<file path="src/hw/rtl/brf_pkg.sv">
package brf_pkg;

   localparam int DATA_W = 32;
   localparam int CNT_W = 6;
   localparam int COEF_N = 4;
   localparam int CSR_IDX_W = 2;
   localparam int FRAC_BITS_DEFAULT = 20;
   localparam int MAX_ITERATIONS_DEFAULT = 63;

   typedef enum logic [CSR_IDX_W-1:0] {
      CSR_CUBIC    = 2'd0,
      CSR_SQUARE   = 2'd1,
      CSR_LINEAR   = 2'd2,
      CSR_CONSTANT = 2'd3
   } csr_index_type;

   typedef enum logic [1:0] {
      STATUS_OK             = 2'd0,
      STATUS_NO_SIGN_CHANGE = 2'd1,
      STATUS_BAD_COUNT      = 2'd2,
      STATUS_NO_BRACKET     = 2'd3
   } status_type;

   typedef enum logic [2:0] {
      ST_IDLE,
      ST_EVAL_LEFT,
      ST_EVAL_RIGHT,
      ST_CHECK,
      ST_MID,
      ST_MID_WAIT,
      ST_DONE
   } seq_state_type;

   typedef enum logic [1:0] {
      HRN_IDLE,
      HRN_MUL,
      HRN_ADD
   } hrn_state_type;

   typedef logic signed [COEF_N-1:0][DATA_W-1:0] coef_array_type;

   typedef struct packed {
      logic zero;
      logic neg;
   } sign_type;

   typedef struct packed {
      logic                     start;
      logic signed [DATA_W-1:0] x;
   } hrn_req_type;

   typedef struct packed {
      logic     done;
      sign_type sign;
   } hrn_rsp_type;

endpackage

</file>
<file path="src/hw/rtl/bisection_root_finder.sv">
// Bisection root finder for a cubic p(x) = c3*x^3 + c2*x^2 + c1*x + c0 in signed
// fixed point with FRAC_BITS fraction bits.
// Coefficients are written through the csr_ channel (csr_index 0..3 selects c3..c0)
// while the block is idle, a rule left to the user to keep; csr_ready is always high.
// An item is taken on a clock edge where start is high and busy is low. It carries
// the step count and the interval ends. busy stays high until the result beat has
// been shown, so one item is worked on at a time.
// The result appears on the rsp_ ports for exactly one cycle with rsp_valid high.
// The receiver cannot stall; the beat must be taken in that cycle.
// Each polynomial evaluation runs on the one 32x32 multiplier: three multiply and
// three add passes of Horner's rule, with the result registered before it is reported.
// The result beat comes once every step has run, sooner when a midpoint hits the root
// or neither half is bracketed, and also sooner when the sign or count check fails.
// busy drops after the beat, so the next item can be taken in the cycle after it.
// Reset returns the coefficients to their default cubic and the sequencer to idle.
module bisection_root_finder #(
   parameter int FRAC_BITS      = brf_pkg::FRAC_BITS_DEFAULT,
   parameter int MAX_ITERATIONS = brf_pkg::MAX_ITERATIONS_DEFAULT
) (
   input  logic                clock,
   input  logic                reset,
   input  logic                start,
   output logic                busy,
   input  logic [5:0]          req_iterations,
   input  logic signed [31:0]  req_left_end,
   input  logic signed [31:0]  req_right_end,
   output logic                rsp_valid,
   output logic signed [31:0]  rsp_root_estimate,
   output logic signed [32:0]  rsp_error_bound,
   output logic [1:0]          rsp_status,
   input  logic                csr_valid,
   output logic                csr_ready,
   input  logic [1:0]          csr_index,
   input  logic signed [31:0]  csr_data
);
   import brf_pkg::*;

   localparam logic signed [DATA_W-1:0] C3_RESET = DATA_W'(64'd1 << FRAC_BITS);
   localparam logic signed [DATA_W-1:0] C2_RESET =
      -DATA_W'(((64'd32 << FRAC_BITS) + 64'd5) / 64'd10);
   localparam logic signed [DATA_W-1:0] C1_RESET =
      DATA_W'(((64'd21 << FRAC_BITS) + 64'd50) / 64'd100);
   localparam logic signed [DATA_W-1:0] C0_RESET =
      DATA_W'(((64'd441 << FRAC_BITS) + 64'd50) / 64'd100);
   localparam logic [CNT_W-1:0] MAX_CNT = CNT_W'(MAX_ITERATIONS);

   seq_state_type            state_ff, state_in;
   coef_array_type           coef_ff;
   logic signed [DATA_W-1:0] lo_ff, lo_in;
   logic signed [DATA_W-1:0] hi_ff, hi_in;
   logic signed [DATA_W-1:0] mid_ff, mid_in;
   sign_type                 lo_sign_ff, lo_sign_in;
   sign_type                 hi_sign_ff, hi_sign_in;
   logic [CNT_W-1:0]         count_ff, count_in;
   logic [CNT_W-1:0]         steps_ff, steps_in;
   logic signed [DATA_W-1:0] root_ff, root_in;
   logic signed [DATA_W:0]   err_ff, err_in;
   status_type               status_ff, status_in;

   hrn_req_type              hrn_req;
   hrn_rsp_type              hrn_rsp;

   logic [CNT_W-1:0]         count_clamped;
   logic signed [DATA_W:0]   width_diff;
   logic signed [DATA_W:0]   mid_sum;
   logic signed [DATA_W-1:0] mid_now;
   sign_type                 msign;

   brf_horner #(
      .FRAC_BITS(FRAC_BITS)
   ) u_horner (
      .clock (clock),
      .reset (reset),
      .coef  (coef_ff),
      .req   (hrn_req),
      .rsp   (hrn_rsp)
   );

   assign count_clamped = (req_iterations > MAX_CNT) ? MAX_CNT : req_iterations;
   assign width_diff    = (DATA_W+1)'(req_right_end) - (DATA_W+1)'(req_left_end);
   assign mid_sum       = (DATA_W+1)'(lo_ff) + (DATA_W+1)'(hi_ff);
   assign mid_now       = mid_sum[DATA_W:1];
   assign msign         = hrn_rsp.sign;

   always_comb begin
      state_in    = state_ff;
      lo_in       = lo_ff;
      hi_in       = hi_ff;
      mid_in      = mid_ff;
      lo_sign_in  = lo_sign_ff;
      hi_sign_in  = hi_sign_ff;
      count_in    = count_ff;
      steps_in    = steps_ff;
      root_in     = root_ff;
      err_in      = err_ff;
      status_in   = status_ff;
      hrn_req     = '0;
      unique case (state_ff)
         ST_IDLE: begin
            if (start) begin
               lo_in       = req_left_end;
               hi_in       = req_right_end;
               count_in    = count_clamped;
               err_in      = width_diff >>> count_clamped;
               root_in     = '0;
               status_in   = STATUS_OK;
               hrn_req.start = 1'b1;
               hrn_req.x     = req_left_end;
               state_in    = ST_EVAL_LEFT;
            end
         end
         ST_EVAL_LEFT: begin
            if (hrn_rsp.done) begin
               lo_sign_in    = msign;
               hrn_req.start = 1'b1;
               hrn_req.x     = hi_ff;
               state_in      = ST_EVAL_RIGHT;
            end
         end
         ST_EVAL_RIGHT: begin
            if (hrn_rsp.done) begin
               hi_sign_in = msign;
               state_in   = ST_CHECK;
            end
         end
         ST_CHECK: begin
            if (!lo_sign_ff.zero && !hi_sign_ff.zero &&
                (lo_sign_ff.neg == hi_sign_ff.neg)) begin
               status_in = STATUS_NO_SIGN_CHANGE;
               state_in  = ST_DONE;
            end else if (count_ff == '0) begin
               status_in = STATUS_BAD_COUNT;
               state_in  = ST_DONE;
            end else begin
               steps_in = count_ff;
               state_in = ST_MID;
            end
         end
         ST_MID: begin
            if (steps_ff == CNT_W'(1)) begin
               root_in  = mid_now;
               state_in = ST_DONE;
            end else begin
               mid_in        = mid_now;
               hrn_req.start = 1'b1;
               hrn_req.x     = mid_now;
               state_in      = ST_MID_WAIT;
            end
         end
         ST_MID_WAIT: begin
            if (hrn_rsp.done) begin
               // Keep the half whose ends show a strict sign change.
               if (!lo_sign_ff.zero && !msign.zero && (msign.neg != lo_sign_ff.neg)) begin
                  hi_in      = mid_ff;
                  hi_sign_in = msign;
                  steps_in   = steps_ff - CNT_W'(1);
                  state_in   = ST_MID;
               end else if (!msign.zero && !hi_sign_ff.zero &&
                            (hi_sign_ff.neg != msign.neg)) begin
                  lo_in      = mid_ff;
                  lo_sign_in = msign;
                  steps_in   = steps_ff - CNT_W'(1);
                  state_in   = ST_MID;
               end else if (msign.zero) begin
                  root_in  = mid_ff;
                  state_in = ST_DONE;
               end else begin
                  status_in = STATUS_NO_BRACKET;
                  state_in  = ST_DONE;
               end
            end
         end
         ST_DONE: begin
            state_in = ST_IDLE;
         end
         default: begin
            state_in = ST_IDLE;
         end
      endcase
   end

   always_ff @(posedge clock) begin
      if (reset) begin
         state_ff   <= ST_IDLE;
         lo_ff      <= '0;
         hi_ff      <= '0;
         steps_ff   <= '0;
         lo_sign_ff <= '0;
      end else begin
         state_ff   <= state_in;
         lo_ff      <= lo_in;
         hi_ff      <= hi_in;
         steps_ff   <= steps_in;
         lo_sign_ff <= lo_sign_in;
      end
   end

   always_ff @(posedge clock) begin
      mid_ff     <= mid_in;
      hi_sign_ff <= hi_sign_in;
      count_ff   <= count_in;
      root_ff    <= root_in;
      err_ff     <= err_in;
      status_ff  <= status_in;
   end

   always_ff @(posedge clock) begin
      if (reset) begin
         coef_ff[CSR_CUBIC]    <= C3_RESET;
         coef_ff[CSR_SQUARE]   <= C2_RESET;
         coef_ff[CSR_LINEAR]   <= C1_RESET;
         coef_ff[CSR_CONSTANT] <= C0_RESET;
      end else if (csr_valid && csr_ready) begin
         unique case (csr_index_type'(csr_index))
            CSR_CUBIC:    coef_ff[CSR_CUBIC]    <= csr_data;
            CSR_SQUARE:   coef_ff[CSR_SQUARE]   <= csr_data;
            CSR_LINEAR:   coef_ff[CSR_LINEAR]   <= csr_data;
            CSR_CONSTANT: coef_ff[CSR_CONSTANT] <= csr_data;
            default:      coef_ff[CSR_CUBIC]    <= coef_ff[CSR_CUBIC];
         endcase
      end
   end

   assign csr_ready         = 1'b1;
   assign busy              = (state_ff != ST_IDLE);
   assign rsp_valid         = (state_ff == ST_DONE);
   assign rsp_root_estimate = root_ff;
   assign rsp_error_bound   = err_ff;
   assign rsp_status        = status_ff;

`ifndef SYNTH
   a_rsp_while_busy: assert property (@(posedge clock) disable iff (reset)
      rsp_valid |-> busy)
      else $error("result beat outside a busy period");

   a_rsp_single_beat: assert property (@(posedge clock) disable iff (reset)
      rsp_valid |=> (!rsp_valid && !busy))
      else $error("result beat not followed by idle");

   a_accept_goes_busy: assert property (@(posedge clock) disable iff (reset)
      (start && !busy) |=> (busy && !rsp_valid))
      else $error("accepted item did not start work");

   a_mid_steps: assert property (@(posedge clock) disable iff (reset)
      (state_ff == ST_MID_WAIT) |-> (steps_ff > CNT_W'(1)))
      else $error("midpoint evaluated on the last step");

   a_horner_only_when_waiting: assert property (@(posedge clock) disable iff (reset)
      hrn_rsp.done |-> (state_ff == ST_EVAL_LEFT || state_ff == ST_EVAL_RIGHT ||
                        state_ff == ST_MID_WAIT))
      else $error("polynomial result arrived with nobody waiting");
`endif

endmodule

</file>
<file path="src/hw/rtl/brf_horner.sv">
module brf_horner #(
   parameter int FRAC_BITS = brf_pkg::FRAC_BITS_DEFAULT
) (
   input  logic                    clock,
   input  logic                    reset,
   input  brf_pkg::coef_array_type coef,
   input  brf_pkg::hrn_req_type    req,
   output brf_pkg::hrn_rsp_type    rsp
);
   import brf_pkg::*;

   localparam int PROD_W = 2 * DATA_W;

   hrn_state_type            state_ff, state_in;
   logic signed [DATA_W-1:0] x_ff, x_in;
   logic signed [DATA_W-1:0] acc_ff, acc_in;
   logic signed [PROD_W-1:0] prod_ff, prod_in;
   logic [1:0]               step_ff, step_in;
   logic                     done_ff, done_in;

   logic signed [DATA_W-1:0] coef_sel;
   logic signed [PROD_W-1:0] sum;
   logic signed [DATA_W-1:0] sum_sat;

   always_comb begin
      case (step_ff)
         2'd0:    coef_sel = coef[CSR_SQUARE];
         2'd1:    coef_sel = coef[CSR_LINEAR];
         default: coef_sel = coef[CSR_CONSTANT];
      endcase
   end

   // The arithmetic shift of the product floors toward minus infinity.
   assign sum = (prod_ff >>> FRAC_BITS) + PROD_W'(coef_sel);

   always_comb begin
      if (!sum[PROD_W-1] && (|sum[PROD_W-2:DATA_W-1])) begin
         sum_sat = {1'b0, {(DATA_W-1){1'b1}}};
      end else if (sum[PROD_W-1] && !(&sum[PROD_W-2:DATA_W-1])) begin
         sum_sat = {1'b1, {(DATA_W-1){1'b0}}};
      end else begin
         sum_sat = sum[DATA_W-1:0];
      end
   end

   always_comb begin
      state_in = state_ff;
      x_in     = x_ff;
      acc_in   = acc_ff;
      prod_in  = prod_ff;
      step_in  = step_ff;
      done_in  = 1'b0;
      unique case (state_ff)
         HRN_IDLE: begin
            if (req.start) begin
               x_in     = req.x;
               acc_in   = coef[CSR_CUBIC];
               step_in  = 2'd0;
               state_in = HRN_MUL;
            end
         end
         HRN_MUL: begin
            prod_in  = acc_ff * x_ff;
            state_in = HRN_ADD;
         end
         HRN_ADD: begin
            acc_in = sum_sat;
            if (step_ff == 2'd2) begin
               done_in  = 1'b1;
               state_in = HRN_IDLE;
            end else begin
               step_in  = step_ff + 2'd1;
               state_in = HRN_MUL;
            end
         end
         default: begin
            state_in = HRN_IDLE;
         end
      endcase
   end

   always_ff @(posedge clock) begin
      if (reset) begin
         state_ff <= HRN_IDLE;
         step_ff  <= 2'd0;
         done_ff  <= 1'b0;
         acc_ff   <= '0;
      end else begin
         state_ff <= state_in;
         step_ff  <= step_in;
         done_ff  <= done_in;
         acc_ff   <= acc_in;
      end
   end

   always_ff @(posedge clock) begin
      x_ff    <= x_in;
      prod_ff <= prod_in;
   end

   assign rsp.done      = done_ff;
   assign rsp.sign.zero = (acc_ff == '0);
   assign rsp.sign.neg  = acc_ff[DATA_W-1];

endmodule

</file>
<file path="config.mk">
export PLATFORM = sky130hd
export DESIGN_NAME = bisection_root_finder
export DESIGN_NICKNAME = d
export VERILOG_FILES = /design/src/hw/rtl/brf_pkg.sv /design/src/hw/rtl/bisection_root_finder.sv /design/src/hw/rtl/brf_horner.sv
export SDC_FILE = /design/constraint.sdc
export NUM_CORES = 2
export LEC_CHECK = 0
export BUFFER_PORTS_ARGS = -buffer_cell sky130_fd_sc_hd__buf_2
export CAP_MARGIN = 10
export CORE_ASPECT_RATIO = 1.2
export CORE_UTILIZATION = 25
export DETAILED_ROUTE_END_ITERATION = 7
export SYNTH_ARGS = -nofsm -noshare
export SYNTH_HDL_FRONTEND = slang
export SYNTH_SLANG_ARGS = --single-unit
</file>
<file path="constraint.sdc">
create_clock -name clock -period 7.9 [get_ports clock]
set_input_delay 1.58 -clock clock [delete_from_list [all_inputs] [get_ports clock]]
set_output_delay 1.58 -clock clock [all_outputs]
set_load 0.02 [all_outputs]
</file>
==> results.md <==
- Avg Vias per Cell: 4.70
- Worst path bufs/invs: 9
- Reg area: between 0.01 and 0.015 mm2
- Initial DRC count: 2862
- Yosys warns: 0
- Worst Hold Class: reg2reg
- Hpwl dp: between 150000 and 200000 um
- GR peak layer: met2
- Min Tclk post-route: between 7 and 8 ns
- Failing checks: setup timing
- Clk sinks: ~420
- Most common cell in the netlist: inv_1
- Layout cells sized above 1: 12.7%
- Kind of start point of the critical path: flip-flop
- Synth top area share: between 30% and 40%
- Cell Area, Synth: 0.0603 mm2
- Arrival time at the worst endpoint: around 8.4 ns
- Dpl cell area: just under 0.07 mm2
- Avg Cell Area, Syn: 9.08 um2
- Achievable clock frequency: approximately 130 MHz
- Post-synthesis sequential area ratio: roughly 17%
- Core Region: around 0.24 mm2
- Cell count of the worst reg-to-reg path: 30
- Syn nets: about 8000
- Static leakage: approximately 32 nW
- Global-route wire length before repair: a little under 300000 um
- PwrDens: just under 300 mW/mm2
- Hold Path Stages: 2
- Die Height: approximately 540 um
- Crit path largest cell delay: ~0.61 ns
- Vias in the first global route: a little over 50000
- Residual DRC: 0
- Routing usage on met1: between 10% and 20%
- Number of antenna violations at the first check in global routing: 11
- Fill count: 25100
- Top cell by count, worst path: fa_1
- Initial core utilization: 25.1%
- Main synth FF type: dfxtp_1
- # rows: between 150 and 200
- Slew @ Worst Pin: roughly 1.2 ns
- CP max FO: 5
- Post-Syn Instances: 6641
- Cts hold-fix bufs: 0
- Grt ovf: 0
- Critical path depth: 30
- Slew Limit Fails: 0
- Clock Skew: between 0.04 and 0.05 ns
- Synth area leaders: fa_1 (36%), edfxtp_1 (9.1%), dfxtp_1 (8.0%)
- Mux cell area share after synthesis: 0.961%
- Post-synth top area cell: fa_1
- Post-synthesis xor/xnor area fraction: under 10%
- Max reg flops: 128
- I/O pin count: roughly 180
- Post-route ant nets: 0
- Ys async rst share: 0%
- Outcome: finished with violations
- CTS Buf Count: 52
- CTS tree: built
- Routability cong.: approximately 0.9
- Slew margin rel.: between 20% and 30%
- CP top delay family: adder cells
- Fin nets: ~8400
- Layout Area Growth over Synthesis: 16.3%
- Worst VDD drop: between 0.4 and 0.5 mV
- Die Width: 450 um
- Final WL: about 190000 um
- Most flops, register: coef_ff
- Detailed-route wire length per cell: about 19 um
- Worst EP required: slightly above 8 ns
- Largest net degree at the start of global routing: about 110
- Compound-Gate Fraction of Synth Area: between 10% and 20%
- CTS clk-pin slew, worst paths: roughly 0.06 ns
- Endpoints failing setup: 4
- Leading post-synthesis cells by instance count: inv_1 (1148), fa_1 (1084), nand2_1 (979), and2_1 (535), clkbuf_1 (371)
- Drt pass-1 iters: 8
- Fin crit share: 101%
- Largest family of logic cells by synthesized area: adder cells
- Simple-Gate Fraction of Synth Area: ~17%
- Crit-path slowest cell: fa_2
- Final Instance Area: ~0.070 mm2
- Footprint of the multi-input gates: approximately 0.045 mm2
- H-tree levels: 2
- Clock Root Buffer: clkbuf_16
- Met3 layer usage reported by global route: under 10%
- Final WS setup: -0.0919 ns
- Met2 usage: between 20% and 30%
- Die ar.: about 0.24 mm2
- Post-synthesis adder-cell area fraction: 42.1%
- Hold Fails Final Rpt: 0
- Pwr Total: between 20 and 25 mW
- CTS Buffer Depth: 3
- RSZ-0062 raised after global routing: yes
- Clock Latency Late Sink: 0.66 ns
- Flops & latches, synth: 423
- Setup CP Type: reg2reg
- Max cap viols: 0
- Total track usage: 15.5%
- Port bufs: 176
- Routed via count: approximately 48000
- Post-synth EDFFs: ~180
- Critical path capture point type: flip-flop
- Distinct cells, synth: 93
## worst register-to-register path, delay by kind of cell (launching register included)
| family | cells | cell delay (ns) |
|---|---|---|
| AO/OA/AOI/OAI | 8 | 1.41 |
| XOR/XNOR | 1 | 0.07 |
| adder cells (fa/ha/maj) | 9 | 4.48 |
| buffers and inverters | 9 | 0.69 |
| flip-flops | 1 | 0.44 |
| AND/OR/NAND/NOR | 3 | 0.65 |
## routing by layer
layer,share of wire [%],wire length [um]
met1,37,71500
met2,53,101000
met3,4.2,8000
met4,5.7,10800
met5,0.027,52
## cells in the final DEF (no fill, tap or decap), types with 23 or more instances in the layout
master	n
inv_1	1127
fa_1	1061
nand2_1	970
and2_1	527
buf_4	347
a21oi_1	336
ha_1	284
dfxtp_1	229
nor2_1	205
edfxtp_1	183
buf_2	175
o21ai_0	131
xnor2_1	105
a21o_1	103
a211oi_1	97
clkbuf_16	60
xor2_1	54
and3_1	51
a22oi_1	50
nand3b_1	50
buf_12	48
nor2b_1	45
nor3_1	36
a31oi_1	32
o21bai_1	31
nand4_1	30
nand2b_1	30
nand3_1	28
buf_6	26
o211ai_1	24
mux2i_1	23
fa_2	23
## where the power goes
part / internal (mW) / switching [mW] / leakage, nW
registers: 2.88 / 0.179 / 3.71
clock network: 1.55 / 1.09 / 0.923
logic: 6.47 / 8.43 / 27.7
## worst paths after layout
check	from	end	slack, ns
hold reg to reg	coef_ff[19]$_SDFFE_PP0P_	coef_ff[19]$_SDFFE_PP0P_	0.45
hold / removal	coef_ff[19]$_SDFFE_PP0P_	coef_ff[19]$_SDFFE_PP0P_	0.45
setup reg to reg	u_horner.x_ff[10]$_DFFE_PP_	u_horner.prod_ff[63]$_DFFE_PN_	-0.09
setup / recovery	u_horner.x_ff[10]$_DFFE_PP_	u_horner.prod_ff[63]$_DFFE_PN_	-0.09
## through the flow
stage          std cells  setup slack [ns]  hold WS (ns)  util (%)  TNS (ns)
2_1_floorplan       6641            0.0119         0.407         -         0
3_3_place_gp       10011            -0.565         0.441      28.1     -5.54
6_report           10142           -0.0919         0.454      29.2    -0.212
4_1_cts            10121            -0.114         0.452      29.0    -0.151
5_1_grt            10139            -0.304         0.466      29.2     -2.55
3_5_place_dp       10011            -0.687         0.443      28.1     -7.49
## cells by family (layout without fill, tap and decap cells)
| kind of cell | count (synthesis) | after routing |
|---|---|---|
| compound gates | 1033 | 1033 |
| xor+xnor | 161 | 161 |
| buf+inv | 1540 | 1854 |
| mux | 45 | 45 |
| flops | 423 | 423 |
| fa+ha+maj | 1376 | 1376 |
| simple gates | 2062 | 2062 |
| other cells | 1 | 4 |
## area by class of cell
cell class | count | share of cell area [%]
diodes | 3 | 0.0107
clock buffers | 76 | 2.28
clock inverters | 22 | 0.400
inverters | 1153 | 6.18
multi-input cells | 4678 | 63.8
flip-flops and latches | 423 | 14.7
well taps | 3184 | 5.68
repair buffers | 603 | 6.95
## what timing repair did
action | CTS | global route
setup endpoints to repair | 22 | 23
pin swaps | 17 | 49
endpoints found under the hold margin | 0 | 0
gates resized for setup | 54 | 122
buffers inserted | 12 | 14
cloned | 0 | 4
(Power assumes the default switching activity.)
